$ cat src/rtl/wtsa_pkg.sv
// shared constants, codes and types of the windowed time series aggregator
`timescale 1ns / 1ps
package wtsa_pkg;

   localparam int VALUE_WIDTH_DEFAULT = 32;
   localparam int COUNT_WIDTH_DEFAULT = 32;

   localparam int TIME_WIDTH      = 64;
   localparam int RESULT_WIDTH    = 64;
   localparam int METHOD_WIDTH    = 3;
   localparam int INTERVAL_WIDTH  = 32;
   localparam int CSR_INDEX_WIDTH = 1;
   localparam int CSR_DATA_WIDTH  = 32;
   localparam int QUEUE_DEPTH     = 4;

   // register indexes
   localparam logic [CSR_INDEX_WIDTH-1:0] CSR_METHOD   = 1'd0;
   localparam logic [CSR_INDEX_WIDTH-1:0] CSR_INTERVAL = 1'd1;

   // aggregation codes
   localparam logic [METHOD_WIDTH-1:0] METHOD_PASS = 3'd0;
   localparam logic [METHOD_WIDTH-1:0] METHOD_AVG  = 3'd1;
   localparam logic [METHOD_WIDTH-1:0] METHOD_SUM  = 3'd2;
   localparam logic [METHOD_WIDTH-1:0] METHOD_MIN  = 3'd3;
   localparam logic [METHOD_WIDTH-1:0] METHOD_MAX  = 3'd4;

   typedef struct packed {
      logic [METHOD_WIDTH-1:0]   method;
      logic [INTERVAL_WIDTH-1:0] interval;
   } cfg_type;

endpackage

$ cat src/rtl/wtsa_fifo.sv
// short job queue between the front and back parts
`timescale 1ns / 1ps
module wtsa_fifo
   import wtsa_pkg::*;
#(
   parameter int WIDTH = 8,
   parameter int DEPTH = QUEUE_DEPTH
) (
   input  logic             clock,
   input  logic             reset,
   input  logic             push,
   input  logic [WIDTH-1:0] push_data,
   output logic             full,
   input  logic             pop,
   output logic [WIDTH-1:0] pop_data,
   output logic             pop_valid
);

   localparam int PTR_WIDTH = (DEPTH > 1) ? $clog2(DEPTH) : 1;
   localparam int CNT_WIDTH = $clog2(DEPTH + 1);
   localparam logic [PTR_WIDTH-1:0] PTR_LAST = PTR_WIDTH'(DEPTH - 1);

   logic [WIDTH-1:0]     mem_ff [DEPTH];
   logic [PTR_WIDTH-1:0] wr_ptr_ff;
   logic [PTR_WIDTH-1:0] rd_ptr_ff;
   logic [CNT_WIDTH-1:0] cnt_ff;
   logic                 do_push;
   logic                 do_pop;

   assign full      = (cnt_ff == CNT_WIDTH'(DEPTH));
   assign pop_valid = (cnt_ff != '0);
   assign pop_data  = mem_ff[rd_ptr_ff];
   assign do_push   = push && !full;
   assign do_pop    = pop && pop_valid;

   always_ff @(posedge clock) begin
      if (reset) begin
         wr_ptr_ff <= '0;
         rd_ptr_ff <= '0;
         cnt_ff    <= '0;
      end else begin
         if (do_push) begin
            wr_ptr_ff <= (wr_ptr_ff == PTR_LAST) ? '0 : wr_ptr_ff + PTR_WIDTH'(1);
         end
         if (do_pop) begin
            rd_ptr_ff <= (rd_ptr_ff == PTR_LAST) ? '0 : rd_ptr_ff + PTR_WIDTH'(1);
         end
         if (do_push && !do_pop) begin
            cnt_ff <= cnt_ff + CNT_WIDTH'(1);
         end else if (do_pop && !do_push) begin
            cnt_ff <= cnt_ff - CNT_WIDTH'(1);
         end
      end
   end

   always_ff @(posedge clock) begin
      if (do_push) begin
         mem_ff[wr_ptr_ff] <= push_data;
      end
   end

endmodule

$ cat config.mk
export PLATFORM = sky130hd
export DESIGN_NAME = wtsa_fifo
export DESIGN_NICKNAME = d
export VERILOG_FILES = /design/src/rtl/wtsa_pkg.sv /design/src/rtl/wtsa_fifo.sv
export SDC_FILE = /design/constraint.sdc
export NUM_CORES = 1
export LEC_CHECK = 0
export ABC_CLOCK_PERIOD_IN_PS = 2800
export BUFFER_PORTS_ARGS = -buffer_cell sky130_fd_sc_hd__buf_2
export CAP_MARGIN = 20
export CORE_MARGIN = 2
export CORE_UTILIZATION = 30
export DETAILED_ROUTE_END_ITERATION = 12
export GPL_TIMING_DRIVEN = 0
export HOLD_SLACK_MARGIN = 0.02
export MAX_ROUTING_LAYER = met4
export PLACE_DENSITY_LB_ADDON = 0.12
export SETUP_SLACK_MARGIN = 0.2
export SLEW_MARGIN = 40
export SYNTH_ARGS = -nofsm -noshare
export SYNTH_HDL_FRONTEND = slang
export SYNTH_SLANG_ARGS = --single-unit
export TNS_END_PERCENT = 1
$ cat constraint.sdc
create_clock -name clock -period 2.8 [get_ports clock]
set_input_delay 0.42 -clock clock [delete_from_list [all_inputs] [get_ports clock]]
set_output_delay 0.42 -clock clock [all_outputs]
set_load 0.05 [all_outputs]
# [Word level (Yosys, flattened, before mapping)]
# Memory sizes are Yosys's and may differ from the RTL's. A register that Yosys moved wholly into a read port is not among the register bits.
# Index checks and enable logic that the tools add are counted.
[op_classes] add_sub_neg=4 mux=8 n_reduce_logical=9 n_eq_ne=3
[ops] op="two-way mux 2 bit" n=4
[ops] op="two-way mux 3 bit" n=2
[ops] op="adder 2 x 1 -> 2 bit (second input constant)" n=2
[ops] op="equality test 2 bit (second input constant)" n=2
[ops] op="logical AND 1 bit" n=4
[ops] op="adder 3 x 1 -> 3 bit (second input constant)" n=1
[ops] op="equality test 3 bit (second input constant)" n=1
[ops] op="zero test 1 bit" n=3
[ops] op="nonzero test 3 bit" n=1
[ops] op="subtractor 3 x 1 -> 3 bit (second input constant)" n=1
[ops] op="two-way mux 1 bit" n=2
[ops] op="nonzero test 2 bit" n=1
[totals] ramBits=32 mem_count=1 input_bits=12 register_bits=7 elab_cells=28 output_inout_bits=10
[mem_list] memory="mem_ff" depth=4 word_bits=8 read_ports=1 rd_clocked_by_memory_dff=1 write_ports=1 line="wtsa_fifo.sv:23" rtl="logic [WIDTH-1:0] mem_ff [DEPTH];"

# [Logic depth before layout (Yosys ltp)]
[depth] word_depth=7 mapped_depth=10 mapped_depth_nobuf=9

# [Worst setup path before layout]
# No wires, ideal clock.
[synth_path] path_kind="register to register" start="register cnt_ff[0]" end="register cnt_ff[2]" setup_ns=0.070 arrival_ns=2.181 synth_period_minus_slack_ns=2.251 setup_slack_ns=0.549 path_stages_with_launch=11 n_path_buf=1 path_cell_list="dfxtp_1 -> or3b_1 -> buf_6 -> clkinv_4 -> nor2_2 -> ha_1 -> inv_1 -> fa_1 -> xor2_1 -> or3_2 -> a21oi_1"
[synth_via] elab_chain_len=6
[synth_rtl] item="start, declared" line="wtsa_fifo.sv:26" rtl="logic [CNT_WIDTH-1:0] cnt_ff;"
[synth_rtl] item="start signal, assigned" line="wtsa_fifo.sv:49" rtl="cnt_ff <= cnt_ff + CNT_WIDTH'(1);"
[synth_rtl] item="start signal, assigned" line="wtsa_fifo.sv:51" rtl="cnt_ff <= cnt_ff - CNT_WIDTH'(1);"
[synth_rtl] item="equality test 3 bit (*)" line="wtsa_fifo.sv:30" rtl="assign full = (cnt_ff == CNT_WIDTH'(DEPTH));"
[synth_rtl] item="net full" line="wtsa_fifo.sv:13" rtl="output logic full,"
[synth_rtl] item="zero test 1 bit (*)" line="wtsa_fifo.sv:33" rtl="assign do_push = push && !full;"
[synth_rtl] item="logical AND 1 bit (*)" line="wtsa_fifo.sv:33"
[synth_rtl] item="net do_push" line="wtsa_fifo.sv:27" rtl="logic do_push;"
[synth_rtl] item="zero test 1 bit" line="wtsa_fifo.sv:50" rtl="end else if (do_pop && !do_push) begin"
[synth_rtl] item="logical AND 1 bit" line="wtsa_fifo.sv:50"
[synth_rtl] item="nonzero test 2 bit (no source line)"
# Mark *: on every way through the listed nets, which the timed path passes. The rest lies on a longest branch. The select of a mux whose other input is x is not followed.
# A chain may end at the register's enable or synchronous reset.

# [Worst setup path in the final report]
[layout_path] start="register cnt_ff[0]" end="register cnt_ff[2]"
[layout_via] elab_chain_len=6
[layout_rtl] item="equality test 3 bit (*)" line="wtsa_fifo.sv:30"
[layout_rtl] item="zero test 1 bit (*)" line="wtsa_fifo.sv:33"
[layout_rtl] item="logical AND 1 bit (*)" line="wtsa_fifo.sv:33"
[layout_rtl] item="net do_push" line="wtsa_fifo.sv:27"
[layout_rtl] item="zero test 1 bit" line="wtsa_fifo.sv:50"
[layout_rtl] item="logical AND 1 bit" line="wtsa_fifo.sv:50"
[layout_rtl] item="nonzero test 2 bit (no source line)"
# Marks and branches as above.

==> flow_summary.toml <==
[outcome]
status = "completed"

[critical_path]
slowest_delay_ps = 450
cp.arrival_ps = 2530
cp_slowest_cell = "dfxtp_1"
cp_top_family = "simple AND/OR/NAND/NOR gates"
endpoint_kind = "register"
required_ps = 3020
crit_type = "reg2reg"
crit_path_max_fanout = 7
startpoint_type = "register"
worst-path-buf-inv = 3
crit_chain = "or3b_1, buf_6, clkinv_4, nor2_2, ha_1, inv_1, fa_1, xor2_1, or3_2, a21oi_1"

[placement]
dp_worst_setup_slack_ps = 487
dpl.cell_count = 182
routabilityCongestion = 0.739
io_buffers = 20
dpl_cell_area_sq_um = 1840

[timing]
fmax_mhz = 433
skew_ps = 2.15
finalSetupTns_ps = 0
relSlewSlack = 0.652
min_period_ps = 2310
hold_viol_final = 0
setup_ws_ps = 488
holdWs_ps = 351
rsz0062_at_grt = "false"
setup_viol = 0
finalCritPeriodShare = 0.826
worst_slew_pin_slew_ps = 522
maxSlewViolCount = 0

[clocking]
clockBufferDepth = 2
clock_latency_ps = 280
tritoncts = "built"
clkTransAtPathRegs_ps = 80
tritoncts.num_buffers = 5
htreeDepth = 2
hold_buffers = 0
cts_resized = 0
post_cts.repair.setup_buffers = 0
ctsRootBufferMaster = "clkbuf_8"
cts_sinks = 41

[yosys]
ys_ff_latch = 41
async_flop_share = 0
synthAdderAreaFrac = 0.0577
yosysUniqueCellTypes = 26
synthCells = 92
synth_xor_xnor_area_share = 0.0106
synth_edf_count = 32
synth-simple-area-share = 0.0585
synth_top_family_by_area = "multiplexers"
ys_seq_area_frac = 0.692
synth_compound_area_frac = 0.0304
synth_area_per_cell_sq_um = 17.9
muxShareOfSynthArea = 0.121
synth_ff_type = "edfxtp_1"
yosysWarnings = 0
syn_nets = 111
syn-cell-area_sq_um = 1650

[detailed_routing]
dr.first_iter.drc_count = 39
totalWireLength_mm = 2.64
antenna_left = 0
drc = 0
viasPerCell = 4.48
top_layer_used = "met4"
dr.pass1.iters = 4
met2_length_mm = 1.35
wl_per_cell_microns = 14.0
met1_length_mm = 1.12
vias = 846
met3_length_microns = 118

[worst_hold_path]
hp-class = "in2reg"

[power_and_ir_drop]
power.density_nw_per_um2 = 952
ir_worst_vdd_uv = 300
p_leak_nw = 0.712
finalPower_mw = 1.85

[floorplan]
die_w_microns = 78.1
core_area_sq_um = 5200
rows = 26
dieHeight_microns = 78.1
die-area_sq_um = 6100
start_util = 0.317
boundaryPins = 22

[cells_and_area]
drive_gt1_frac = 0.395
post-route-util = 0.373
stdcell_area_sq_um = 1940
layoutNonFillerInstCount = 189
antenna_cells = 0
layout_commonest_cell = "edfxtp_1"
final_cell_mix = "edfxtp_1, buf_2, dfxtp_1"
fin_nets = 138
area_delta_synth_final_pct = 17.7

[global_routing]
gr-total-overflow = 0
grt_pass1_wl_mm = 4.21
grt_max_degree = 13
grt_pass1_vias = 863
grt_usage = 0.0999
antenna_found_initial = 0

[job]
cap_viol_max_count = 0
==> cells in the mapped netlist, types with 2 or more instances <==
master	instances	area (sq um)
mux4_2	8	180
dfxtp_1	9	180
ha_1	6	75.1
nor2_1	3	11.3
o31ai_2	2	25.0
xor2_1	2	17.5
a21oi_1	3	15.0
edfxtp_1	32	961
mux2i_1	2	20.0
inv_1	4	15.0
nand3_1	2	10.0
and3_2	4	30.0
or3_2	2	15.0
==> cell families after synthesis <==
logic type      count (synthesis)
flops                          41
compound gates                  7
fa+ha+maj                       7
simple gates                   16
xor+xnor                        2
mux                            10
buf+inv                         9
==> where the power goes <==
part / switching (mW) / internal (mW) / leakage, nW / total (mW)
Combinational: 0.401 / 0.211 / 0.291 / 0.612
Clock: 0.191 / 0.259 / 0.0540 / 0.450
Sequential: 0.0431 / 0.742 / 0.367 / 0.785
Total: 0.635 / 1.21 / 0.712 / 1.85
==> cell type report <==
type / instances / area [sq um]
Fill cell: 512 / 3270
Clock inverter: 2 / 35.0
Inverter: 5 / 23.8
Tap cell: 70 / 87.6
Sequential cell: 41 / 1140
Timing Repair Buffer: 20 / 100
Clock buffer: 5 / 68.8
Buffer: 4 / 23.8
Multi-Input combinational cell: 42 / 459
==> worst paths after layout <==
path         slack (ps)  depth (start not counted)          from           end
max                 490                         10     cnt_ff[0]     cnt_ff[2]
min reg2reg         510                          2  rd_ptr_ff[0]      register
min                 350                          1  push_data[6]  mem_ff[0][6]
max reg2reg         490                         10     cnt_ff[0]     cnt_ff[2]
==> worst reg2reg max path, delay by kind of cell (launching register included) <==
kind,cells,cell delay [ps]
flops,1,450
simple gates,3,700
fa+ha+maj,2,570
buf+inv,3,230
xor+xnor,1,160
compound gates,1,140
==> layer usage <==
metal | vias to the layer above | track usage
met1 | 421 | 0.110
met4 | 0 | 0.0421
met5 | - | -
met3 | 5 | 0.0402
li1 | 404 | -
met2 | 16 | 0.162
==> registers in the layout (all words and copies together) (netlist names), named ones only <==
register,count
rd_ptr_ff,2
wr_ptr_ff,2
cnt_ff,3
mem_ff,32
Power figures use the tool's default switching activity.
