**config.mk**
```make
export PLATFORM = sky130hd
export DESIGN_NAME = wtsa_front
export DESIGN_NICKNAME = d
export VERILOG_FILES = /design/src/rtl/wtsa_pkg.sv /design/src/rtl/wtsa_front.sv
export SDC_FILE = /design/constraint.sdc
export NUM_CORES = 2
export LEC_CHECK = 0
export BUFFER_PORTS_ARGS = -buffer_cell sky130_fd_sc_hd__buf_4
export CAP_MARGIN = 20
export CORE_ASPECT_RATIO = 1.25
export CORE_MARGIN = 10
export CORE_UTILIZATION = 62
export CTS_CLUSTER_SIZE = 16
export DETAILED_ROUTE_END_ITERATION = 10
export PLACE_DENSITY = 0.83
export SYNTH_ARGS = -nofsm -noshare
export SYNTH_HDL_FRONTEND = slang
export SYNTH_SLANG_ARGS = --single-unit
```
**constraint.sdc**
```tcl
create_clock -name clock -period 12.49 [get_ports clock]
set_input_delay 2.498 -clock clock [delete_from_list [all_inputs] [get_ports clock]]
set_output_delay 2.498 -clock clock [all_outputs]
set_load 0.1 [all_outputs]
```
**src/rtl/wtsa_pkg.sv**
```systemverilog
// shared constants, codes and types of the windowed time series aggregator
`timescale 1ns / 1ps
package wtsa_pkg;

   localparam int VALUE_WIDTH_DEFAULT = 32;
   localparam int COUNT_WIDTH_DEFAULT = 32;

   localparam int TIME_WIDTH      = 64;
   localparam int RESULT_WIDTH    = 64;
   localparam int METHOD_WIDTH    = 3;
   localparam int INTERVAL_WIDTH  = 32;
   localparam int CSR_INDEX_WIDTH = 1;
   localparam int CSR_DATA_WIDTH  = 32;
   localparam int QUEUE_DEPTH     = 4;

   // register indexes
   localparam logic [CSR_INDEX_WIDTH-1:0] CSR_METHOD   = 1'd0;
   localparam logic [CSR_INDEX_WIDTH-1:0] CSR_INTERVAL = 1'd1;

   // aggregation codes
   localparam logic [METHOD_WIDTH-1:0] METHOD_PASS = 3'd0;
   localparam logic [METHOD_WIDTH-1:0] METHOD_AVG  = 3'd1;
   localparam logic [METHOD_WIDTH-1:0] METHOD_SUM  = 3'd2;
   localparam logic [METHOD_WIDTH-1:0] METHOD_MIN  = 3'd3;
   localparam logic [METHOD_WIDTH-1:0] METHOD_MAX  = 3'd4;

   typedef struct packed {
      logic [METHOD_WIDTH-1:0]   method;
      logic [INTERVAL_WIDTH-1:0] interval;
   } cfg_type;

endpackage

```
**src/rtl/wtsa_front.sv**
```systemverilog
// front part: accepts samples, keeps the window accumulators, queues result jobs
`timescale 1ns / 1ps
module wtsa_front
   import wtsa_pkg::*;
#(
   parameter int VALUE_WIDTH = VALUE_WIDTH_DEFAULT,
   parameter int COUNT_WIDTH = COUNT_WIDTH_DEFAULT,
   parameter int JOB_WIDTH   = TIME_WIDTH + RESULT_WIDTH + COUNT_WIDTH + 2
) (
   input  logic                          clock,
   input  logic                          reset,
   input  cfg_type                       cfg,
   input  logic                          in_valid,
   output logic                          in_ready,
   input  logic [TIME_WIDTH-1:0]         in_time,
   input  logic signed [VALUE_WIDTH-1:0] in_value,
   input  logic                          in_last,
   output logic                          push,
   output logic [JOB_WIDTH-1:0]          push_job,
   input  logic                          q_full
);

   localparam logic [COUNT_WIDTH-1:0] COUNT_MAX = '1;
   localparam logic signed [RESULT_WIDTH-1:0] SUM_MAX = {1'b0, {(RESULT_WIDTH-1){1'b1}}};
   localparam logic signed [RESULT_WIDTH-1:0] SUM_MIN = {1'b1, {(RESULT_WIDTH-1){1'b0}}};

   logic                           open_ff;
   logic [TIME_WIDTH-1:0]          start_ff;
   logic signed [RESULT_WIDTH-1:0] sum_ff;
   logic [COUNT_WIDTH-1:0]         count_ff;
   logic signed [VALUE_WIDTH-1:0]  min_ff;
   logic signed [VALUE_WIDTH-1:0]  max_ff;
   logic                           pend_valid_ff;
   logic [JOB_WIDTH-1:0]           pend_job_ff;

   logic signed [RESULT_WIDTH-1:0] value_ext;
   logic                           is_pass;
   logic [TIME_WIDTH-1:0]          elapsed;
   logic                           close;
   logic                           restart;
   logic signed [RESULT_WIDTH-1:0] sum_add;
   logic                           sum_ovf;
   logic signed [RESULT_WIDTH-1:0] sum_sat;
   logic [TIME_WIDTH-1:0]          start_in;
   logic signed [RESULT_WIDTH-1:0] sum_in;
   logic [COUNT_WIDTH-1:0]         count_in;
   logic signed [VALUE_WIDTH-1:0]  min_in;
   logic signed [VALUE_WIDTH-1:0]  max_in;
   logic [JOB_WIDTH-1:0]           job_close;
   logic [JOB_WIDTH-1:0]           job_flush;
   logic [JOB_WIDTH-1:0]           job_pass;
   logic [JOB_WIDTH-1:0]           job_a;
   logic                           has_a;
   logic                           has_b;
   logic                           accept;

   // job layout: time, value, count, divide flag, last flag
   function automatic logic [JOB_WIDTH-1:0] make_job(
      input logic [METHOD_WIDTH-1:0]        method,
      input logic [TIME_WIDTH-1:0]          t,
      input logic signed [RESULT_WIDTH-1:0] sum,
      input logic [COUNT_WIDTH-1:0]         cnt,
      input logic signed [VALUE_WIDTH-1:0]  mn,
      input logic signed [VALUE_WIDTH-1:0]  mx,
      input logic                           done
   );
      logic signed [RESULT_WIDTH-1:0] v;
      logic                           dv;
      dv = 1'b0;
      unique case (method)
         METHOD_AVG: begin
            v  = sum;
            dv = 1'b1;
         end
         METHOD_SUM: v = sum;
         METHOD_MIN: v = RESULT_WIDTH'(mn);
         default:    v = RESULT_WIDTH'(mx);
      endcase
      return {t, v, cnt, dv, done};
   endfunction

   assign value_ext = RESULT_WIDTH'(in_value);
   assign is_pass   = (cfg.method == METHOD_PASS) || (cfg.method > METHOD_MAX);
   assign elapsed   = in_time - start_ff;
   assign close     = open_ff && (cfg.interval != '0) &&
                      (elapsed >= TIME_WIDTH'(cfg.interval));
   assign restart   = !open_ff || close;

   // saturating sum
   assign sum_add = sum_ff + value_ext;
   assign sum_ovf = (sum_ff[RESULT_WIDTH-1] == value_ext[RESULT_WIDTH-1]) &&
                    (sum_add[RESULT_WIDTH-1] != sum_ff[RESULT_WIDTH-1]);
   assign sum_sat = sum_ovf ? (value_ext[RESULT_WIDTH-1] ? SUM_MIN : SUM_MAX) : sum_add;

   always_comb begin
      if (restart) begin
         start_in = in_time;
         sum_in   = value_ext;
         count_in = COUNT_WIDTH'(1);
         min_in   = in_value;
         max_in   = in_value;
      end else begin
         start_in = start_ff;
         sum_in   = sum_sat;
         count_in = (count_ff == COUNT_MAX) ? count_ff : count_ff + COUNT_WIDTH'(1);
         min_in   = (in_value < min_ff) ? in_value : min_ff;
         max_in   = (in_value > max_ff) ? in_value : max_ff;
      end
   end

   assign job_close = make_job(cfg.method, start_ff, sum_ff, count_ff, min_ff, max_ff, 1'b0);
   assign job_flush = make_job(cfg.method, start_in, sum_in, count_in, min_in, max_in, 1'b1);
   assign job_pass  = {in_time, value_ext, {COUNT_WIDTH{1'b0}}, 1'b0, in_last};

   always_comb begin
      if (is_pass) begin
         job_a = job_pass;
         has_a = 1'b1;
         has_b = 1'b0;
      end else if (close) begin
         job_a = job_close;
         has_a = 1'b1;
         has_b = in_last;
      end else begin
         job_a = job_flush;
         has_a = in_last;
         has_b = 1'b0;
      end
   end

   // the second job of a closing last sample waits in the pending register until the queue has room
   assign in_ready = !pend_valid_ff && !q_full;
   assign accept   = in_valid && in_ready;
   assign push     = pend_valid_ff ? !q_full : (accept && has_a);
   assign push_job = pend_valid_ff ? pend_job_ff : job_a;

   always_ff @(posedge clock) begin
      if (reset) begin
         open_ff       <= 1'b0;
         pend_valid_ff <= 1'b0;
         start_ff      <= '0;
         sum_ff        <= '0;
         count_ff      <= '0;
         min_ff        <= '0;
         max_ff        <= '0;
      end else begin
         if (pend_valid_ff && !q_full) begin
            pend_valid_ff <= 1'b0;
         end
         if (accept) begin
            if (is_pass) begin
               if (in_last) begin
                  open_ff <= 1'b0;
               end
            end else begin
               open_ff  <= !in_last;
               start_ff <= start_in;
               sum_ff   <= sum_in;
               count_ff <= count_in;
               min_ff   <= min_in;
               max_ff   <= max_in;
            end
            if (has_b) begin
               pend_valid_ff <= 1'b1;
            end
         end
      end
   end

   always_ff @(posedge clock) begin
      if (accept && has_b) begin
         pend_job_ff <= job_flush;
      end
   end

endmodule

```
# Word level (Yosys, flattened, before mapping)
# Index checks and enable logic that the tools add are counted.
dict set report classes {
  addsub 3
  magnitude_cmp 4
  n_eq_ne 7
  mux 26
  bitwise 1
  reduce_logical 19
}
# cell n
set op_table {}
lappend op_table {{$mux W162} 3}
lappend op_table {{$mux W64} 4}
lappend op_table {{$pmux W64 S2} 2}
lappend op_table {{$mux W32} 6}
lappend op_table {{$add A64 B32 Y64} 1}
lappend op_table {{$ge A64 B32 Y1} 1}
lappend op_table {{$sub A64 B64 Y64} 1}
lappend op_table {{$add A32 B1 Y32 const B} 1}
lappend op_table {{$eq A32 B32 Y1 const B} 1}
lappend op_table {{$gt A32 B32 Y1} 1}
lappend op_table {{$lt A32 B32 Y1} 1}
lappend op_table {{$reduce_bool A32 Y1} 1}
lappend op_table {{$mux W1} 11}
lappend op_table {{$logic_and A1 B1 Y1} 8}
lappend op_table {{$eq A3 B2 Y1 const B} 2}
lappend op_table {{$logic_not A1 Y1} 4}
lappend op_table {{$reduce_and A2 Y1} 2}
lappend op_table {{$eq A3 B1 Y1 const B} 1}
lappend op_table {{$gt A3 B3 Y1 const B} 1}
lappend op_table {{$logic_not A3 Y1} 1}
lappend op_table {{$logic_or A1 B1 Y1} 2}
lappend op_table {{$ne A2 B2 Y1 const B} 1}
lappend op_table {{$reduce_or A2 Y1} 1}
lappend op_table {{$eq A1 B1 Y1} 1}
lappend op_table {{other kinds (2)} 2}
dict set report totals {
  ff_bits 387
  in_bits 136
  output_inout_bits 164
  elab_cells 68
}

# Depth between registers and ports, before layout
dict set report depth {
  word_depth 9
  ltp_mapped 30
}

# Worst setup path before layout
# Ideal clock, no wire load.
dict set report synth_timing {
  kind {input port to output port}
  startpoint {input in_time[0]}
  endpoint {output push_job[34]}
  arrival_ns 9.481
  required_ns 9.992
  path_slack_ns 0.511
  stages 27
  cell_sequence {inv_1 -> ha_1 -> inv_1 -> fa_1 -> a211oi_1 -> o211ai_1 -> a21oi_1 -> o31ai_4 -> a21oi_4 -> o21bai_1 -> a21oi_1 -> xnor2_1 -> ha_1 -> nor2b_1 -> o21ai_0 -> nand2_1 -> or4_1 -> nor4b_1 -> o211ai_1 -> nor4b_2 -> a31oi_1 -> buf_4 -> nor2_8 -> buf_6 -> a21oi_1 -> a22o_1 -> o31ai_1}
}
dict set report synth_between {
  elab_chain_len 9
}
# element line_no
set synth_rtl {}
lappend synth_rtl {{start, declared} wtsa_front.sv:15} ;# input logic [TIME_WIDTH-1:0] in_time,
lappend synth_rtl {{$sub A64 B64 Y64 *} wtsa_front.sv:84} ;# assign elapsed = in_time - start_ff;
lappend synth_rtl {{$ge A64 B32 Y1 *} wtsa_front.sv:86} ;# (elapsed >= TIME_WIDTH'(cfg.interval));
lappend synth_rtl {{$logic_and A1 B1 Y1 *} wtsa_front.sv:85} ;# assign close = open_ff && (cfg.interval != '0) &&
lappend synth_rtl {{$logic_or A1 B1 Y1} wtsa_front.sv:87} ;# assign restart = !open_ff || close;
lappend synth_rtl {{$mux W32 / $mux W64 (equally long branches)} wtsa_front.sv:96} ;# if (restart) begin
lappend synth_rtl {{$pmux W64 S2} wtsa_front.sv:70} ;# unique case (method)
lappend synth_rtl {{$mux W162 *} wtsa_front.sv:120} ;# end else if (close) begin
lappend synth_rtl {{$mux W162 *} wtsa_front.sv:116} ;# if (is_pass) begin
lappend synth_rtl {{$mux W162 *} wtsa_front.sv:135} ;# assign push_job = pend_valid_ff ? pend_job_ff : job_a;
lappend synth_rtl {{end, declared} wtsa_front.sv:19} ;# output logic [JOB_WIDTH-1:0] push_job,
# Mark *: on every way between the ends. The rest lies on a longest branch, timed or not.

# Worst setup path after layout
dict set report layout_timing {
  startpoint {input in_time[0]}
  endpoint {output push_job[80]}
}
# The elaborated chain is that of the path after synthesis.

==> run_results.csv <==
group,metric,value,unit
worst_setup_path,worstSetupPathType,"in2out",
pwr,power_frac_clock,0.313,
clock_network,cts_root_buf,"clkbuf_16",
place,io_buffers,299,
sta,rsz0062_at_grt,"false",
floorplan,core,0.0514,mm2
routing,drcViolationCount,0,
sta,hold_viol,0,
pwr,leakage,14.7,nW
clock_network,postCtsSetupRepairBufs,0,
floorplan,ios,300,
synthesis,synth_cells,4264,
routing,wl,114,mm
synthesis,ys_seq_elements,387,
sta,fin_crit,11.96,ns
pwr,powerDensity,115,mW/mm2
worst_setup_path,cp_top_family,"compound AO/OA/AOI/OAI gates",
clock_network,worstSkewPairLatency,0.59,ns
floorplan,dieHeight,275,um
routing,wl_met3,9.61,mm
routing,routed.top_layer,"met5",
run_status,outcome,"finished, final reports clean",
place,dp_worst_setup_slack,0.760,ns
routing,drtAntennaViolNets,0,
sta,maxSlewViolCount,0,
worst_setup_path,cp_data_required_time,9.99,ns
pwr,combPwrFrac,0.358,
routing,vias,33800,
worst_setup_path,crit_top_cell,"buf_4",
clock_network,cts.sinks,387,
clock_network,cts_buffers,42,
place,place_congestion,1.05,
clock_network,cts_buffer_depth,3,
clock_network,h-tree-depth,2,
sta,slew_headroom,0.232,
flow_run,cap_viol_max_count,0,
synthesis,yosysWarnings,0,
worst_setup_path,arrival,9.46,ns
synthesis,synth-edff-count,161,
floorplan,dieArea,0.0614,mm2
routing,vias_per_cell,6.63,
routing,drt_iter0_drc,3562,
pwr,vdd_drop_max,117,uV
grt,grt_max_degree,153,
final_layout,area_delta_synth_final,12.4,%
synthesis,synth_flop_cell,"dfxtp_1",
final_layout,final_nets,4755,
pwr,p_switching,1.62,mW
pwr,intPower,2.54,mW
clock_network,cts_tree,"built",
synthesis,synth.most_common_cell,"nand2_1",
synthesis,yosysTopAreaCell,"edfxtp_1",
pwr,seq_power_share,0.329,
pwr,fin_total_pwr,4.17,mW
synthesis,async_reset_ff_frac,0,
clock_network,clkTransAtPathRegs,0.06,ns
synthesis,synth_commonest_cells,"531 x nand2_1, 501 x a21oi_1, 451 x nor2_1",
sta,fmax,83.6,MHz
worst_hold_path,hold_path.class,"reg2reg",
sta,whs,0.463,ns
synthesis,ys_seq_area_frac,0.291,
floorplan,die_x,224,um
grt,antenna_found_initial,2,
sta,tightest_slew,1.15,ns
floorplan,rows,93,
grt,grt_pass1_wl,176,mm
sta,worst_slack,0.529,ns
worst_setup_path,cp_max_fo,33,
sta,post-route-period-util,0.958,
sta,finalSetupTns,0,ns
routing,wl_met1,43.2,mm
synthesis,ys_types,107,
synthesis,syn-num-nets,4625,
sta,fin_worst_skew,0.0259,ns
sta,finalSetupViolCount,0,
worst_setup_path,endpoint_kind,"output pin",
grt,grt_pass1_vias,32200,
final_layout,drive_gt1_frac,0.114,
clock_network,cts-resized-gates,0,
synthesis,synth_top_area_share,0.150,
place,place_inst,5014,
routing,drt-pass1-iter-count,7,
grt,overflow,0,
worst_setup_path,cp.depth,30,
synthesis,avgSynthCellArea,7.54,um2
clock_network,cts_hold_buf,0,
worst_setup_path,startpoint_type,"primary input",
worst_setup_path,max_stage_delay,0.49,ns
routing,wl_met2,53.2,mm
routing,wl_per_cell,22.4,um
worst_setup_path,r2r_cells,23,
pwr,p_sw_frac,0.390,
worst_setup_path,worst-path-buf-inv,6,
synthesis,yosys-top-cells-area,"edfxtp_1 15%, dfxtp_1 14%, ha_1 8.6%",
synthesis,netlist_area,0.0322,mm2
worst_setup_path,crit_path_top_delay_cell,"or4_1",
final_layout,final_cell_count_no_fill,5093,
floorplan,initial_utilization,0.625,
worst_hold_path,hold_depth,2,
grt,grt.total_usage,0.352,
place,dp_hpwl,81.3,mm
path summary, 6_finish.rpt:
path,slack [ns],startpoint,to
setup / recovery,0.53,in_time[0],push_job[80]
hold reg to reg,0.46,max_ff[21],max_ff[21]
setup reg to reg,5.08,start_ff[0],pend_job_ff[38]
hold / removal,0.46,max_ff[21],max_ff[21]
layer usage:
layer | up-vias | track usage
li1 | 15800 | -
met1 | 15600 | 0.411
met2 | 1919 | 0.591
met3 | 483 | 0.0611
met4 | 4 | 0.223
met5 | - | 0
cells by family after synthesis:
family,synth area share
adder cells (fa/ha/maj),0.0882
multiplexers,0.0417
AND/OR/NAND/NOR,0.199
AO/OA/AOI/OAI,0.288
buffers and inverters,0.0589
XOR/XNOR,0.0335
flip-flops,0.291
tightest hold or removal path: cells and delay by family (launching register included):
kind	cells	cell delay [ns]
AOI/OAI and AO/OA	1	0.05
DFF	1	0.31
and+or+nand+nor	1	0.05
final cells by class:
type | instances | area [um2]
flip-flops and latches | 387 | 9360
clock buffers | 62 | 1250
well taps | 665 | 832
clock inverters | 15 | 155
multi-input cells | 3408 | 21000
fillers | 4291 | 15300
repair buffers | 361 | 2780
inverters | 194 | 728
diodes | 1 | 2.50
stage by stage:
step | util | area, um2
CTS | 0.702 | 36100
finish | 0.703 | 36200
floorplan | - | 32200
global route | 0.703 | 36100
global placement | 0.675 | 34700
detailed placement | 0.675 | 34700
power groups by stage:
| stage | Sequential (mW) | Clock (mW) | Combinational (mW) |
|---|---|---|---|
| final | 1.37 | 1.30 | 1.49 |
| after global routing | 1.37 | 1.36 | 1.59 |
| after global placement | 1.40 | 0 | 1.45 |
| after floorplan | 1.39 | 0 | 1.06 |
| after detailed placement | 1.40 | 0 | 1.46 |
| after CTS | 1.37 | 1.31 | 1.47 |
cell usage in the layout (no fill, tap or decap), types with 35 or more instances in the layout:
| cell type | n |
|---|---|
| nand2_1 | 528 |
| a21oi_1 | 500 |
| nor2_1 | 447 |
| buf_4 | 355 |
| o21ai_0 | 336 |
| dfxtp_1 | 225 |
| ha_1 | 222 |
| inv_1 | 192 |
| edfxtp_1 | 161 |
| mux2i_1 | 126 |
| a211oi_1 | 102 |
| nand3_1 | 94 |
| a21o_1 | 90 |
| xnor2_1 | 65 |
| o21ai_1 | 63 |
| nand4_1 | 58 |
| and3_1 | 57 |
| xor2_1 | 54 |
| o22ai_1 | 46 |
| nor3_1 | 45 |
| clkbuf_16 | 45 |
| a31oi_1 | 44 |
| o31ai_1 | 41 |
| o21a_1 | 41 |
| or3_1 | 35 |
flip-flops by register name (all words and copies together) (netlist names):
name	flops
max_ff	32
count_ff	32
open_ff	1
start_ff	64
pend_job_ff	161
sum_ff	64
min_ff	32
pend_valid_ff	1
(Power assumes the default switching activity.)
