==> config.mk <==
export PLATFORM = sky130hd
export DESIGN_NAME = wtsa_back
export DESIGN_NICKNAME = d
export VERILOG_FILES = /design/src/rtl/wtsa_pkg.sv /design/src/rtl/wtsa_back.sv
export SDC_FILE = /design/constraint.sdc
export NUM_CORES = 1
export LEC_CHECK = 0
export BUFFER_PORTS_ARGS = -buffer_cell sky130_fd_sc_hd__buf_2
export CORE_AREA = 2 2 163 165
export CTS_BUF_LIST = sky130_fd_sc_hd__clkbuf_4
export DETAILED_ROUTE_END_ITERATION = 8
export DIE_AREA = 0 0 165 167
export GPL_ROUTABILITY_DRIVEN = 0
export PLACE_DENSITY = 0.8
export SYNTH_ARGS = -nofsm -noshare
export SYNTH_HDL_FRONTEND = slang
export SYNTH_SLANG_ARGS = --single-unit
==> constraint.sdc <==
create_clock -name clock -period 5.4 [get_ports clock]
set_clock_uncertainty 0.2 [all_clocks]
set_input_delay 0.27 -clock clock [delete_from_list [all_inputs] [get_ports clock]]
set_output_delay 0.27 -clock clock [all_outputs]
set_load 0.01 [all_outputs]
==> src/rtl/wtsa_pkg.sv <==
// shared constants, codes and types of the windowed time series aggregator
`timescale 1ns / 1ps
package wtsa_pkg;

   localparam int VALUE_WIDTH_DEFAULT = 32;
   localparam int COUNT_WIDTH_DEFAULT = 32;

   localparam int TIME_WIDTH      = 64;
   localparam int RESULT_WIDTH    = 64;
   localparam int METHOD_WIDTH    = 3;
   localparam int INTERVAL_WIDTH  = 32;
   localparam int CSR_INDEX_WIDTH = 1;
   localparam int CSR_DATA_WIDTH  = 32;
   localparam int QUEUE_DEPTH     = 4;

   // register indexes
   localparam logic [CSR_INDEX_WIDTH-1:0] CSR_METHOD   = 1'd0;
   localparam logic [CSR_INDEX_WIDTH-1:0] CSR_INTERVAL = 1'd1;

   // aggregation codes
   localparam logic [METHOD_WIDTH-1:0] METHOD_PASS = 3'd0;
   localparam logic [METHOD_WIDTH-1:0] METHOD_AVG  = 3'd1;
   localparam logic [METHOD_WIDTH-1:0] METHOD_SUM  = 3'd2;
   localparam logic [METHOD_WIDTH-1:0] METHOD_MIN  = 3'd3;
   localparam logic [METHOD_WIDTH-1:0] METHOD_MAX  = 3'd4;

   typedef struct packed {
      logic [METHOD_WIDTH-1:0]   method;
      logic [INTERVAL_WIDTH-1:0] interval;
   } cfg_type;

endpackage

==> src/rtl/wtsa_back.sv <==
// back part: finishes result jobs, runs the average divider, holds the output register
`timescale 1ns / 1ps
module wtsa_back
   import wtsa_pkg::*;
#(
   parameter int COUNT_WIDTH = COUNT_WIDTH_DEFAULT,
   parameter int JOB_WIDTH   = TIME_WIDTH + RESULT_WIDTH + COUNT_WIDTH + 2
) (
   input  logic                           clock,
   input  logic                           reset,
   input  logic                           job_valid,
   input  logic [JOB_WIDTH-1:0]           job,
   output logic                           pop,
   output logic                           out_valid,
   input  logic                           out_ready,
   output logic [TIME_WIDTH-1:0]          out_time,
   output logic signed [RESULT_WIDTH-1:0] out_value,
   output logic                           out_done
);

   localparam int STEP_WIDTH = $clog2(RESULT_WIDTH);
   localparam logic [STEP_WIDTH-1:0] STEP_LAST = STEP_WIDTH'(RESULT_WIDTH - 1);

   localparam logic [1:0] ST_IDLE = 2'd0;
   localparam logic [1:0] ST_DIV  = 2'd1;
   localparam logic [1:0] ST_FIN  = 2'd2;

   logic [1:0]                     state_ff;
   logic [1:0]                     state_in;
   logic [STEP_WIDTH-1:0]          step_ff;
   logic [COUNT_WIDTH-1:0]         rem_ff;
   logic [RESULT_WIDTH-1:0]        quot_ff;
   logic [COUNT_WIDTH-1:0]         divisor_ff;
   logic                           neg_ff;
   logic                           out_valid_ff;
   logic [TIME_WIDTH-1:0]          out_time_ff;
   logic signed [RESULT_WIDTH-1:0] out_value_ff;
   logic                           out_done_ff;

   logic [TIME_WIDTH-1:0]          j_time;
   logic signed [RESULT_WIDTH-1:0] j_value;
   logic [COUNT_WIDTH-1:0]         j_count;
   logic                           j_div;
   logic                           j_done;
   logic                           start_div;
   logic [RESULT_WIDTH-1:0]        magnitude;
   logic [COUNT_WIDTH:0]           shifted;
   logic [COUNT_WIDTH:0]           diff;
   logic                           load;

   assign j_time  = job[JOB_WIDTH-1 -: TIME_WIDTH];
   assign j_value = job[COUNT_WIDTH+2 +: RESULT_WIDTH];
   assign j_count = job[2 +: COUNT_WIDTH];
   assign j_div   = job[1];
   assign j_done  = job[0];

   assign pop       = (state_ff == ST_IDLE) && job_valid && (!out_valid_ff || out_ready);
   assign start_div = pop && j_div && (j_count != '0);
   assign magnitude = j_value[RESULT_WIDTH-1] ? RESULT_WIDTH'(-j_value) : j_value;
   assign load      = (pop && !start_div) || (state_ff == ST_FIN);

   // restoring division, one quotient bit per cycle
   assign shifted = {rem_ff, quot_ff[RESULT_WIDTH-1]};
   assign diff    = shifted - {1'b0, divisor_ff};

   always_comb begin
      state_in = state_ff;
      unique case (state_ff)
         ST_IDLE: if (start_div) state_in = ST_DIV;
         ST_DIV:  if (step_ff == STEP_LAST) state_in = ST_FIN;
         ST_FIN:  state_in = ST_IDLE;
         default: state_in = ST_IDLE;
      endcase
   end

   always_ff @(posedge clock) begin
      if (reset) begin
         state_ff     <= ST_IDLE;
         out_valid_ff <= 1'b0;
         step_ff      <= '0;
      end else begin
         state_ff <= state_in;
         if (load) begin
            out_valid_ff <= 1'b1;
         end else if (out_ready) begin
            out_valid_ff <= 1'b0;
         end
         if (start_div) begin
            step_ff <= '0;
         end else if (state_ff == ST_DIV) begin
            step_ff <= step_ff + STEP_WIDTH'(1);
         end
      end
   end

   always_ff @(posedge clock) begin
      if (pop) begin
         out_time_ff <= j_time;
         out_done_ff <= j_done;
         if (!start_div) begin
            // an average over no samples reads zero
            out_value_ff <= j_div ? '0 : j_value;
         end
      end
      if (start_div) begin
         rem_ff     <= '0;
         quot_ff    <= magnitude;
         divisor_ff <= j_count;
         neg_ff     <= j_value[RESULT_WIDTH-1];
      end else if (state_ff == ST_DIV) begin
         rem_ff  <= diff[COUNT_WIDTH] ? shifted[COUNT_WIDTH-1:0] : diff[COUNT_WIDTH-1:0];
         quot_ff <= {quot_ff[RESULT_WIDTH-2:0], !diff[COUNT_WIDTH]};
      end
      if (state_ff == ST_FIN) begin
         out_value_ff <= neg_ff ? -$signed(quot_ff) : $signed(quot_ff);
      end
   end

   assign out_valid = out_valid_ff;
   assign out_time  = out_time_ff;
   assign out_value = out_value_ff;
   assign out_done  = out_done_ff;

endmodule

Word level (Yosys, flattened, before mapping). Index checks and enable logic that the tools add are counted.

Register bits after elaboration: 267. Bits of input ports: 166. Output and inout port bits: 131. Logic and storage cells: 52.

Add/sub/neg operators: 4. Equality and inequality tests: 6. Multiplexer cells: 14. Reductions and logical operators: 18.

Operators by type and width (number): $mux 64 (8); $neg 64->64 (2); $sub 33x32->33 (1); $mux 32 (1); $reduce_bool 32->1 (1); $add 6x1->6 const B (1); $eq 6x6->1 const B (1); $reduce_bool 2->1 (3); $logic_and 1x1->1 (5); $mux 2 (2); $ne 2x2->1 const B (2); $pmux 2 s2 (1); $reduce_and 2->1 (2); $logic_not 1->1 (3); $eq 2x1->1 const B (1); $eq 2x2->1 const B (1); $logic_not 2->1 (1); $logic_or 1x1->1 (2); $mux 1 (2); $ne 2x1->1 const B (1); $reduce_or 2->1 (1).

Longest topological paths before layout. Gate-level depths: netlist (run 1).

Depth in word-level cells: 9. Gate-level depth with buffers: 13. Mapped depth without buffers: 12.

Least setup slack after synthesis (run 1). Ideal clock, no wire load.

Path type: reg2reg. Start point: register out_valid_ff (netlist: out_valid). End point: register out_value_ff[0] (netlist: out_value[0]), enable pin. Arrival: 3475 ps. Required time: 4776 ps. Path slack: 1302 ps. Cell stages (with the launch flop): 6. Path buffers: 0. Cell sequence: dfxtp_1 > nand2b_1 > nand3_1 > inv_1 > nand2_1 > nand2_1.

Word-level cells in the longest chain between the ends: 7. Elaborated cells on any way between the ends: 8. Classes of those cells: eq/ne (1); reduce/logical (7).

RTL lines: start: declaration (line wtsa_back.sv:35) `logic out_valid_ff;`; start signal: assignment (line wtsa_back.sv:79) `out_valid_ff <= 1'b0;`; start signal: assignment (line wtsa_back.sv:84) `out_valid_ff <= 1'b1;`; start signal: assignment (line wtsa_back.sv:86) `out_valid_ff <= 1'b0;`; $logic_not 1->1 (*) (line wtsa_back.sv:57) `assign pop = (state_ff == ST_IDLE) && job_valid && (!out_valid_ff || out_ready);`; $logic_or 1x1->1 (*) (line wtsa_back.sv:57); $logic_and 1x1->1 (*) (line wtsa_back.sv:57); named net pop (line wtsa_back.sv:13) `output logic pop,`; $logic_and 1x1->1 (2 in series) (line wtsa_back.sv:58) `assign start_div = pop && j_div && (j_count != '0);`; $ne 2x1->1 (no source line); $reduce_and 2->1 (no source line) (*); end signal: assignment (line wtsa_back.sv:102) `out_value_ff <= j_div ? '0 : j_value;`; end signal: assignment (line wtsa_back.sv:115) `out_value_ff <= neg_ff ? -$signed(quot_ff) : $signed(quot_ff);`; end: declaration (line wtsa_back.sv:37) `logic signed [RESULT_WIDTH-1:0] out_value_ff;`.

Mark *: on every way through the listed nets, which the timed path passes. The rest lies on a longest branch. A chain may end at the register's enable or synchronous reset.

Final worst setup path (run 1).
Start point: register divisor_ff[21]. End point: register rem_ff[25].

Word-level cells in the longest chain between the ends: 2.

RTL lines: start: declaration (line wtsa_back.sv:33) `logic [COUNT_WIDTH-1:0] divisor_ff;`; start signal: assignment (line wtsa_back.sv:108) `divisor_ff <= j_count;`; $sub 33x32->33 (line wtsa_back.sv:64) `assign diff = shifted - {1'b0, divisor_ff};`; $mux 32 (line wtsa_back.sv:111) `rem_ff <= diff[COUNT_WIDTH] ? shifted[COUNT_WIDTH-1:0] : diff[COUNT_WIDTH-1:0];`; end signal: assignment (line wtsa_back.sv:111); end: declaration (line wtsa_back.sv:31) `logic [COUNT_WIDTH-1:0] rem_ff;`.

No other way between the ends.

==> results.sh, run 1 <==
export IMPL_avgSynthCellArea_um2=10.4
export IMPL_endpoint_kind="register"
export IMPL_muxShareOfSynthArea=0.00619
export IMPL_syn_inst=1399
export IMPL_static_leakage_power_nw=7.65
export IMPL_via_count=13000
export IMPL_synth_yosys_seq_area_share=0.523
export IMPL_synth_edf_count=226
export IMPL_hold_path_startpoint="job[159]"
export IMPL_numClockSinks=267
export IMPL_drive_above_1_share=0.232
export IMPL_grt_ovfl_total=0
export IMPL_yosys_warnings=0
export IMPL_track_usage=0.293
export IMPL_hp_class="in -> reg"
export IMPL_fin_cells=2257
export IMPL_cts_buffers=73
export IMPL_relSlewSlack=0.221
export IMPL_startpoint_type="register"
export IMPL_crit_type="reg -> reg"
export IMPL_arrival_ns=4.35
export IMPL_slowest_stage="xor2_4"
export IMPL_die_area_um2=27600
export IMPL_cts_hold_buf=163
export IMPL_synth_area_um2=14500
export IMPL_cts_htree_levels=3
export IMPL_r2r_start="divisor_ff[21]"
export IMPL_finalSetupViolCount=0
export IMPL_path_cells="inv_1, ha_1, a211oi_1, nor2_1, a2111oi_0, a21oi_1, o31ai_1, xor2_4, buf_4, nand2b_1, o211ai_1"
export IMPL_worst_skew_pair_late_latency_ns=0.69
export IMPL_synth_common_cells="edfxtp_1 (226), o21ai_0 (208), nand2_1 (137)"
export IMPL_synth_cell_types=60
export IMPL_core_um2=25800
export IMPL_routed_wl_mm=41.3
export IMPL_start_util=0.565
export IMPL_period_needed_ns=4.03
export IMPL_wl_per_cell_um=18.3
export IMPL_cp_required_ns=5.72
export IMPL_path_clk_slew_ns=0.06
export IMPL_die_w_um=165
export IMPL_worst_pin_slew_ns=1.17
export IMPL_rsz0062_at_grt="false"
export IMPL_post_cts_buffers=0
export IMPL_hold_viol=0
export IMPL_tns_ns=0
export IMPL_placedCellCount=1963
export IMPL_syn_nets=1601
export IMPL_fp_dieH_um=167
export IMPL_async_reset_ff_frac=0
export IMPL_antenna_found_initial=7
export IMPL_yosysMostFrequentCell="edfxtp_1"
export IMPL_synth_xor_area_frac=0.0957
export IMPL_worst_path_largest_cell_delay_ns=0.65
export IMPL_yosys_area_share_simple=0.158
export IMPL_clockBufferDepth=3
export IMPL_peakVddDrop_mv=0.343
export IMPL_hpwl_mm=26.7
export IMPL_yosys_area_top_type="edfxtp_1"
export IMPL_n_fill_cell=1812
export IMPL_synth_area_leaders="edfxtp_1 (47%), xor2_1 (8.2%), o21ai_0 (7.2%), dfxtp_1 (5.6%), nand2_1 (3.5%)"
export IMPL_cts_tree="done"
export IMPL_synthAdderAreaFrac=0.0315
export IMPL_max_cap_violations=0
export IMPL_fin_area_um2=18800
export IMPL_rows=59
export IMPL_cp_startpoint="divisor_ff[21]"
export IMPL_finalMaxSlewViolations=0
export IMPL_synth_ff_type="edfxtp_1"
export IMPL_clock_root_buffer="clkbuf_4"
export IMPL_drc=0
export IMPL_max_clock_freq_mhz=248
export IMPL_final_antenna_net_count=0
export IMPL_synthDominantCellAreaShare=0.467
export IMPL_viasPerCell=5.77
export IMPL_drtIter0Drc=1265
export IMPL_fin_crit_sh=0.745
export IMPL_synth_seq_cells=267
export IMPL_synth_top_family_by_area="simple AND/OR/NAND/NOR gates"
export IMPL_synth_compound_area_frac=0.153
export IMPL_place_area_um2=16300
export IMPL_power_density_nw_per_um2=343
export IMPL_ios=297
export IMPL_area_growth_pct=29.3
export IMPL_cp_max_fo=30
export IMPL_final_nets=2068
export IMPL_final_util=0.730
export IMPL_port_buffers=296
export IMPL_drt_first_pass_iters=5
export IMPL_p_total_w=0.00645
export IMPL_cts_resized=0
export IMPL_status="finished, final reports clean"
export IMPL_grt_pass1_vias=12700
export IMPL_grt_max_degree=88
export IMPL_grt_pass1_wl_mm=64.1
==> through the flow <==
stage	hold WS, ns	setup slack, ns
after CTS	0.0579	1.43
after global placement	0.246	1.52
after global routing	0.0683	0.941
after detailed placement	0.248	1.45
after floorplan	0.169	1.30
final	0.111	1.37
==> cells by family after synthesis <==
family,Yosys count
compound gates,377
xor+xnor,159
fa+ha+maj,36
buf+inv,125
flops,267
mux,9
simple gates,426
==> report_power, final <==
group	switching (W)	internal (W)	leakage, nW
Clock	0.000853	0.000951	0.543
Combinational	0.00113	0.000801	4.62
Sequential	0.000201	0.00252	2.49
==> final timing paths <==
kind	to	slack (ns)	depth (start not counted)
worst max-delay path	rem_ff[25]	1.37	11
worst min-delay path	out_time[61]	0.11	2
worst max register to register	rem_ff[25]	1.37	11
worst min register to register	rem_ff[24]	0.30	2
==> cell type report <==
| cell class | count | area [um^2] | share of cell area |
|---|---|---|---|
| multi-input cells | 1007 | 6500 | 0.345 |
| flip-flops and latches | 267 | 7610 | 0.404 |
| diodes | 7 | 17.5 | 0.000931 |
| repair buffers | 470 | 3200 | 0.170 |
| clock inverters | 17 | 95.1 | 0.00505 |
| inverters | 47 | 176 | 0.00938 |
| well taps | 335 | 419 | 0.0223 |
| clock buffers | 107 | 803 | 0.0427 |
==> metal layers <==
metal	GRT usage	routed length (um)	vias to the layer above
li1	-	-	6158
met1	0.364	16000	6061
met2	0.490	20400	655
met3	0.0553	3200	139
met4	0.144	1680	0
met5	0	0	-
==> flip-flops by register name, indices dropped and copies added (netlist names), 2 cells and up <==
signal      count
out_time       64
out_value      64
quot_ff        64
divisor_ff     32
rem_ff         32
step_ff         6
state_ff        2
==> cells in the final DEF, fill, tap and decap left out, types with 41 or more instances in the layout <==
master / n
a21oi_1: 57
buf_2: 296
clkbuf_4: 107
dfxtp_1: 41
dlygate4sd3_1: 163
edfxtp_1: 226
inv_1: 45
nand2_1: 136
nand3b_1: 66
nor2_1: 52
o21ai_0: 208
xor2_1: 135
==> worst max-delay path, delay by kind of cell (launching register included) <==
family                     cells  cell delay [ns]
DFF                            1             0.34
and+or+nand+nor                2             0.35
AOI/OAI and AO/OA              5             1.50
adders and majority gates      1             0.36
buffers and inverters          2             0.47
xor gates and xnor gates       1             0.65
No activity file was read; power rests on OpenSTA's default activity.
==> run 2, diff against run 1 <==
--- a/config.mk
+++ b/config.mk
@@ -6,12 +6,12 @@
 export NUM_CORES = 1
 export LEC_CHECK = 0
 export BUFFER_PORTS_ARGS = -buffer_cell sky130_fd_sc_hd__buf_2
-export CORE_AREA = 2 2 163 165
+export CORE_AREA = 2 2 171 173
 export CTS_BUF_LIST = sky130_fd_sc_hd__clkbuf_4
 export DETAILED_ROUTE_END_ITERATION = 8
-export DIE_AREA = 0 0 165 167
+export DIE_AREA = 0 0 173 175
 export GPL_ROUTABILITY_DRIVEN = 0
-export PLACE_DENSITY = 0.8
+export PLACE_DENSITY = 0.76
 export SYNTH_ARGS = -nofsm -noshare
 export SYNTH_HDL_FRONTEND = slang
 export SYNTH_SLANG_ARGS = --single-unit
==> constraint.sdc (replaced) <==
create_clock -name clock -period 3.7 [get_ports clock]
set_clock_uncertainty 0.2 [all_clocks]
set_input_delay 0.185 -clock clock [delete_from_list [all_inputs] [get_ports clock]]
set_output_delay 0.185 -clock clock [all_outputs]
set_load 0.01 [all_outputs]
==> run 2 against run 1 <==
Net effect:
- clock power grew 59%
- fmax increased by 12%
- sequential cell count unchanged
- setup slack worse by 1.3 ns
- global-route usage is 0.19 points higher
- highest routed layer is now met5
- non-clock buffer count increased by 110
- routed wire length grew 11%
==> results.sh, run 2 (synthesis gave the netlist of run 1 again) <==
export IMPL_status="finished, final reports clean"
export IMPL_worst_skew_pair_late_latency_ns=0.74
export IMPL_r2r_start="quot_ff[19]"
export IMPL_drt_first_pass_iters=5
export IMPL_tns_ns=0
export IMPL_viasPerCell=5.67
export IMPL_rr_endpoint="out_value[56]"
export IMPL_relSlewSlack=0.395
export IMPL_final_antenna_net_count=0
export IMPL_start_util=0.512
export IMPL_endpoint_kind="register"
export IMPL_p_total_w=0.00978
export IMPL_antenna_found_initial=7
export IMPL_fin_crit_sh=0.971
export IMPL_static_leakage_power_nw=8.17
export IMPL_path_clk_slew_ns=0.06
export IMPL_worst_pin_slew_ns=0.908
export IMPL_cts_tree="done"
export IMPL_final_nets=2180
export IMPL_post_place_ws_ns=0.114
export IMPL_die_w_um=173
export IMPL_area_growth_pct=38.0
export IMPL_final_common_cell="buf_2"
export IMPL_layout_common_cells="buf_2 (296), dlygate4sd3_1 (256), edfxtp_1 (226), o21ai_0 (208), nand2_1 (136)"
export IMPL_via_count=13800
export IMPL_grt_pass1_wl_mm=71.0
export IMPL_startpoint_type="register"
export IMPL_final_util=0.707
export IMPL_track_usage=0.295
export IMPL_port_buffers=296
export IMPL_routed_wl_mm=45.8
export IMPL_worst_path_largest_cell_delay_ns=0.60
export IMPL_core_um2=28400
export IMPL_grt_pass1_vias=13600
export IMPL_hpwl_mm=26.9
export IMPL_holdWs_ns=0.0396
export IMPL_cp_startpoint="quot_ff[19]"
export IMPL_max_clock_freq_mhz=278
export IMPL_max_cap_violations=0
export IMPL_cts_buffers=75
export IMPL_drtIter0Drc=1208
export IMPL_wl_per_cell_um=18.9
export IMPL_arrival_ns=3.80
export IMPL_die_area_um2=30300
export IMPL_path_cells="or3_1, or4bb_1, or3_1, nor4_1, o21ai_0, a21oi_2, nand2_1, xnor2_1, o21ai_0"
export IMPL_grt_ovfl_total=0
export IMPL_fin_ws_ns=0.108
export IMPL_rows=62
export IMPL_cp_required_ns=3.91
export IMPL_hold_viol=0
export IMPL_finalMaxSlewViolations=0
export IMPL_finalSetupViolCount=0
export IMPL_ios=297
export IMPL_drc=0
export IMPL_drive_above_1_share=0.230
export IMPL_power_density_nw_per_um2=487
export IMPL_crit_end="out_value[56]"
export IMPL_fp_dieH_um=175
export IMPL_numClockSinks=267
export IMPL_cts_htree_levels=3
export IMPL_peakVddDrop_mv=0.448
export IMPL_rsz0062_at_grt="true"
export IMPL_rr_worst_depth=9
export IMPL_r2r_setup_slack_ns=0.11
export IMPL_hp_class="in -> reg"
export IMPL_period_needed_ns=3.59
export IMPL_grt_max_degree=154
export IMPL_clock_root_buffer="clkbuf_4"
export IMPL_clockBufferDepth=3
export IMPL_cp_max_fo=4
export IMPL_crit_type="reg -> reg"
export IMPL_slowest_stage="or4bb_1"
## run 2: changes by cell type in the layout (fill, tap and decap cells not counted), sizes merged
cell,previous run,this run
dlygate4sd3,163,256
buf,307,324
clkinv,11,23
inv,51,48
bufinv,1,2
clkinvlp,1,2
diode,7,8
## run 2: cell type report
type | instances | area [um^2]
well taps | 384 | 480
inverters | 47 | 176
fillers | 2044 | 8320
diodes | 8 | 20.0
clock inverters | 28 | 184
repair buffers | 580 | 4280
clock buffers | 107 | 803
flip-flops and latches | 267 | 7610
multi-input cells | 1007 | 6520
## run 2: how the worst min path moves through the flow
stage,startpoint,depth (start not counted),end
finish,job[5],2,divisor_ff[3]
global route,job[16],2,divisor_ff[14]
CTS,job[21],2,divisor_ff[19]
detailed placement,job[119],1,out_time[21]
global placement,job[125],1,out_time[27]
floorplan,job[2],0,divisor_ff[0]
## run 2: stage by stage
step	instance area, um^2	cells
3_3_place_gp	16500	2028
2_1_floorplan	14600	1399
5_1_grt	20100	2425
6_report	20100	2428
3_5_place_dp	16500	2028
4_1_cts	20000	2417
## run 2: what timing repair did
action,4_1_cts,5_1_grt
setup endpoints to repair,0,8
setup buffers,0,1
hold buffers,254,2
hold endpoints to repair,233,2
gates resized for setup,0,5
## run 2: per-layer routing
layer,GRT usage,part of all wire
met1,0.348,0.38
met5,0,0.00024
met2,0.502,0.49
met3,0.0607,0.084
met4,0.173,0.054
## run 2: critical path: cells and delay by family, from the launching register on
| family | cells | cell delay, ns |
|---|---|---|
| AND/OR/NAND/NOR | 5 | 1.87 |
| AO/OA/AOI/OAI | 3 | 0.65 |
| flip-flops | 1 | 0.44 |
| XOR/XNOR | 1 | 0.15 |
## run 2: where the power goes
group          internal (W)  total (W)  switching [W]
sequential          0.00368    0.00397       0.000294
combinational       0.00127    0.00295        0.00169
clock               0.00149    0.00286        0.00137
total               0.00643    0.00978        0.00335
==> run 3, diff against run 2 <==
==> config.mk (replaced) <==
export PLATFORM = sky130hd
export DESIGN_NAME = wtsa_back
export DESIGN_NICKNAME = d
export VERILOG_FILES = /design/src/rtl/wtsa_pkg.sv /design/src/rtl/wtsa_back.sv
export SDC_FILE = /design/constraint.sdc
export NUM_CORES = 1
export LEC_CHECK = 0
export CORE_AREA = 2 2 159 161
export CTS_BUF_LIST = sky130_fd_sc_hd__clkbuf_4
export DETAILED_ROUTE_END_ITERATION = 8
export DIE_AREA = 0 0 161 163
export DONT_BUFFER_PORTS = 1
export GPL_ROUTABILITY_DRIVEN = 0
export PLACE_DENSITY = 0.76
export SLEW_MARGIN = 20
export SYNTH_ARGS = -nofsm -noshare
export SYNTH_HDL_FRONTEND = slang
export SYNTH_SLANG_ARGS = --single-unit
==> run 3 against run 2 <==
Net effect:
- non-clock buffer count down 231
- core utilization grew 7.1 points
- total power down 0.59%
- largest power group unchanged
- sequential cell count unchanged
==> results.sh, run 3 (synthesis gave the netlist of run 1 again) <==
export IMPL_status="finished, final reports clean"
export IMPL_final_util=0.778
export IMPL_grt_ovfl_total=0
export IMPL_slowest_stage="or4_4"
export IMPL_r2r_start="quot_ff[10]"
export IMPL_path_cells="or4_4, or4_4, or4_4, or3_4, or3_4, o31ai_4, xor2_1, o21ai_1"
export IMPL_crit_family="simple AND/OR/NAND/NOR gates"
export IMPL_clockBufferDepth=3
export IMPL_cp_required_ns=3.89
export IMPL_viasPerCell=6.05
export IMPL_drtIter0Drc=1497
export IMPL_hpwl_mm=24.5
export IMPL_clock_root_buffer="clkbuf_4"
export IMPL_endpoint_kind="register"
export IMPL_startpoint_type="register"
export IMPL_hold_viol=0
export IMPL_worst_path_largest_cell_delay_ns=0.58
export IMPL_cts_tree="done"
export IMPL_holdWs_ns=0.0600
export IMPL_grt_pass1_vias=12700
export IMPL_routed_wl_mm=44.7
export IMPL_p_total_w=0.00973
export IMPL_period_needed_ns=3.61
export IMPL_path_clk_slew_ns=0.07
export IMPL_final_antenna_net_count=0
export IMPL_relSlewSlack=0.375
export IMPL_via_count=12900
export IMPL_start_util=0.590
export IMPL_cp_max_fo=5
export IMPL_worst_skew_pair_late_latency_ns=0.70
export IMPL_crit_top_cell="or4_4"
export IMPL_wl_per_cell_um=20.9
export IMPL_ios=297
export IMPL_antenna_found_initial=7
export IMPL_arrival_ns=3.80
export IMPL_drive_above_1_share=0.0935
export IMPL_die_area_um2=26200
export IMPL_finalSetupViolCount=0
export IMPL_final_nets=1944
export IMPL_finalMaxSlewViolations=0
export IMPL_max_clock_freq_mhz=277
export IMPL_post_place_ws_ns=0.0601
export IMPL_grt_max_degree=154
export IMPL_final_common_cell="dlygate4sd3_1"
export IMPL_worst_pin_slew_ns=0.937
export IMPL_crit_buf_inv=0
export IMPL_hold_path_startpoint="job[48]"
export IMPL_fin_crit_sh=0.976
export IMPL_numClockSinks=267
export IMPL_cts_buffers=70
export IMPL_cp_startpoint="quot_ff[10]"
export IMPL_max_cap_violations=0
export IMPL_track_usage=0.335
export IMPL_die_w_um=161
export IMPL_area_growth_pct=31.9
export IMPL_layout_common_cells="dlygate4sd3_1 (320), edfxtp_1 (226), o21ai_0 (208), nand2_1 (136), xor2_1 (135)"
export IMPL_cts_htree_levels=3
export IMPL_static_leakage_power_nw=7.19
export IMPL_drt_first_pass_iters=6
export IMPL_rows=58
export IMPL_grt_pass1_wl_mm=68.9
export IMPL_power_density_nw_per_um2=507
export IMPL_peakVddDrop_mv=0.429
export IMPL_crit_type="reg -> reg"
export IMPL_core_um2=24700
export IMPL_port_buffers=0
export IMPL_fp_dieH_um=163
export IMPL_drc=0
export IMPL_hp_class="in -> reg"
export IMPL_fin_ws_ns=0.0873
## run 3: cell count changes in the layout (fill, tap and decap cells not counted), sizes merged
cell	previous run	this run
clkinv	23	22
clkbuf	107	99
buf	324	29
dlygate4sd3	256	320
clkinvlp	2	1
bufinv	2	4
diode	8	6
## run 3: routing by layer
metal / global-route usage / part of all wire / vias up
met3: 0.0845 / 0.094 / 144
met4: 0.134 / 0.037 / 4
met2: 0.567 / 0.50 / 790
met1: 0.413 / 0.37 / 6069
met5: 0 / 0.00060 / -
li1: - / - / 5903
## run 3: cell type report
class	instances	area, um^2
clock inverter	28	230
clock buffer	99	743
inverter	47	176
tap	330	413
multi-input combinational	1007	6520
antenna	6	15.0
timing repair buffer	349	3480
sequential	267	7610
fill	1595	5490
## run 3: worst min-delay path, stage by stage
cell and delay [ns]:
or3_1 0.25, o31ai_1 0.13, xor2_1 0.14, o21ai_0 0.14
## run 3: where the power goes
part	total (W)	switching [W]	leakage (nW)	internal (W)
Clock	0.00289	0.00136	0.565	0.00153
Sequential	0.00404	0.000356	2.49	0.00368
Combinational	0.00280	0.00159	4.14	0.00121
Total	0.00973	0.00330	7.19	0.00642
## run 3: repair_timing
| item | CTS | global route |
|---|---|---|
| endpoints found under the setup margin | 0 | 6 |
| hold buffers | 322 | 0 |
| gates resized for setup | 0 | 4 |
| hold endpoints to repair | 235 | 0 |
| setup buffers | 0 | 2 |
## run 3: worst paths after layout
kind | to | slack (ns) | cells past startpoint
min reg2reg | rem_ff[17] | 0.30 | 2
max | out_value[23] | 0.09 | 8
min | quot_ff[24] | 0.06 | 4
max reg2reg | out_value[23] | 0.09 | 8
## run 3: stage by stage
| stage | std cells | setup TNS, ns | area, um^2 |
|---|---|---|---|
| 2_1_floorplan | 1399 | 0 | 14600 |
| 4_1_cts | 2125 | 0 | 19100 |
| 6_report | 2133 | 0 | 19200 |
| 3_5_place_dp | 1676 | 0 | 14900 |
| 5_1_grt | 2132 | -0.0405 | 19200 |
| 3_3_place_gp | 1676 | 0 | 14900 |
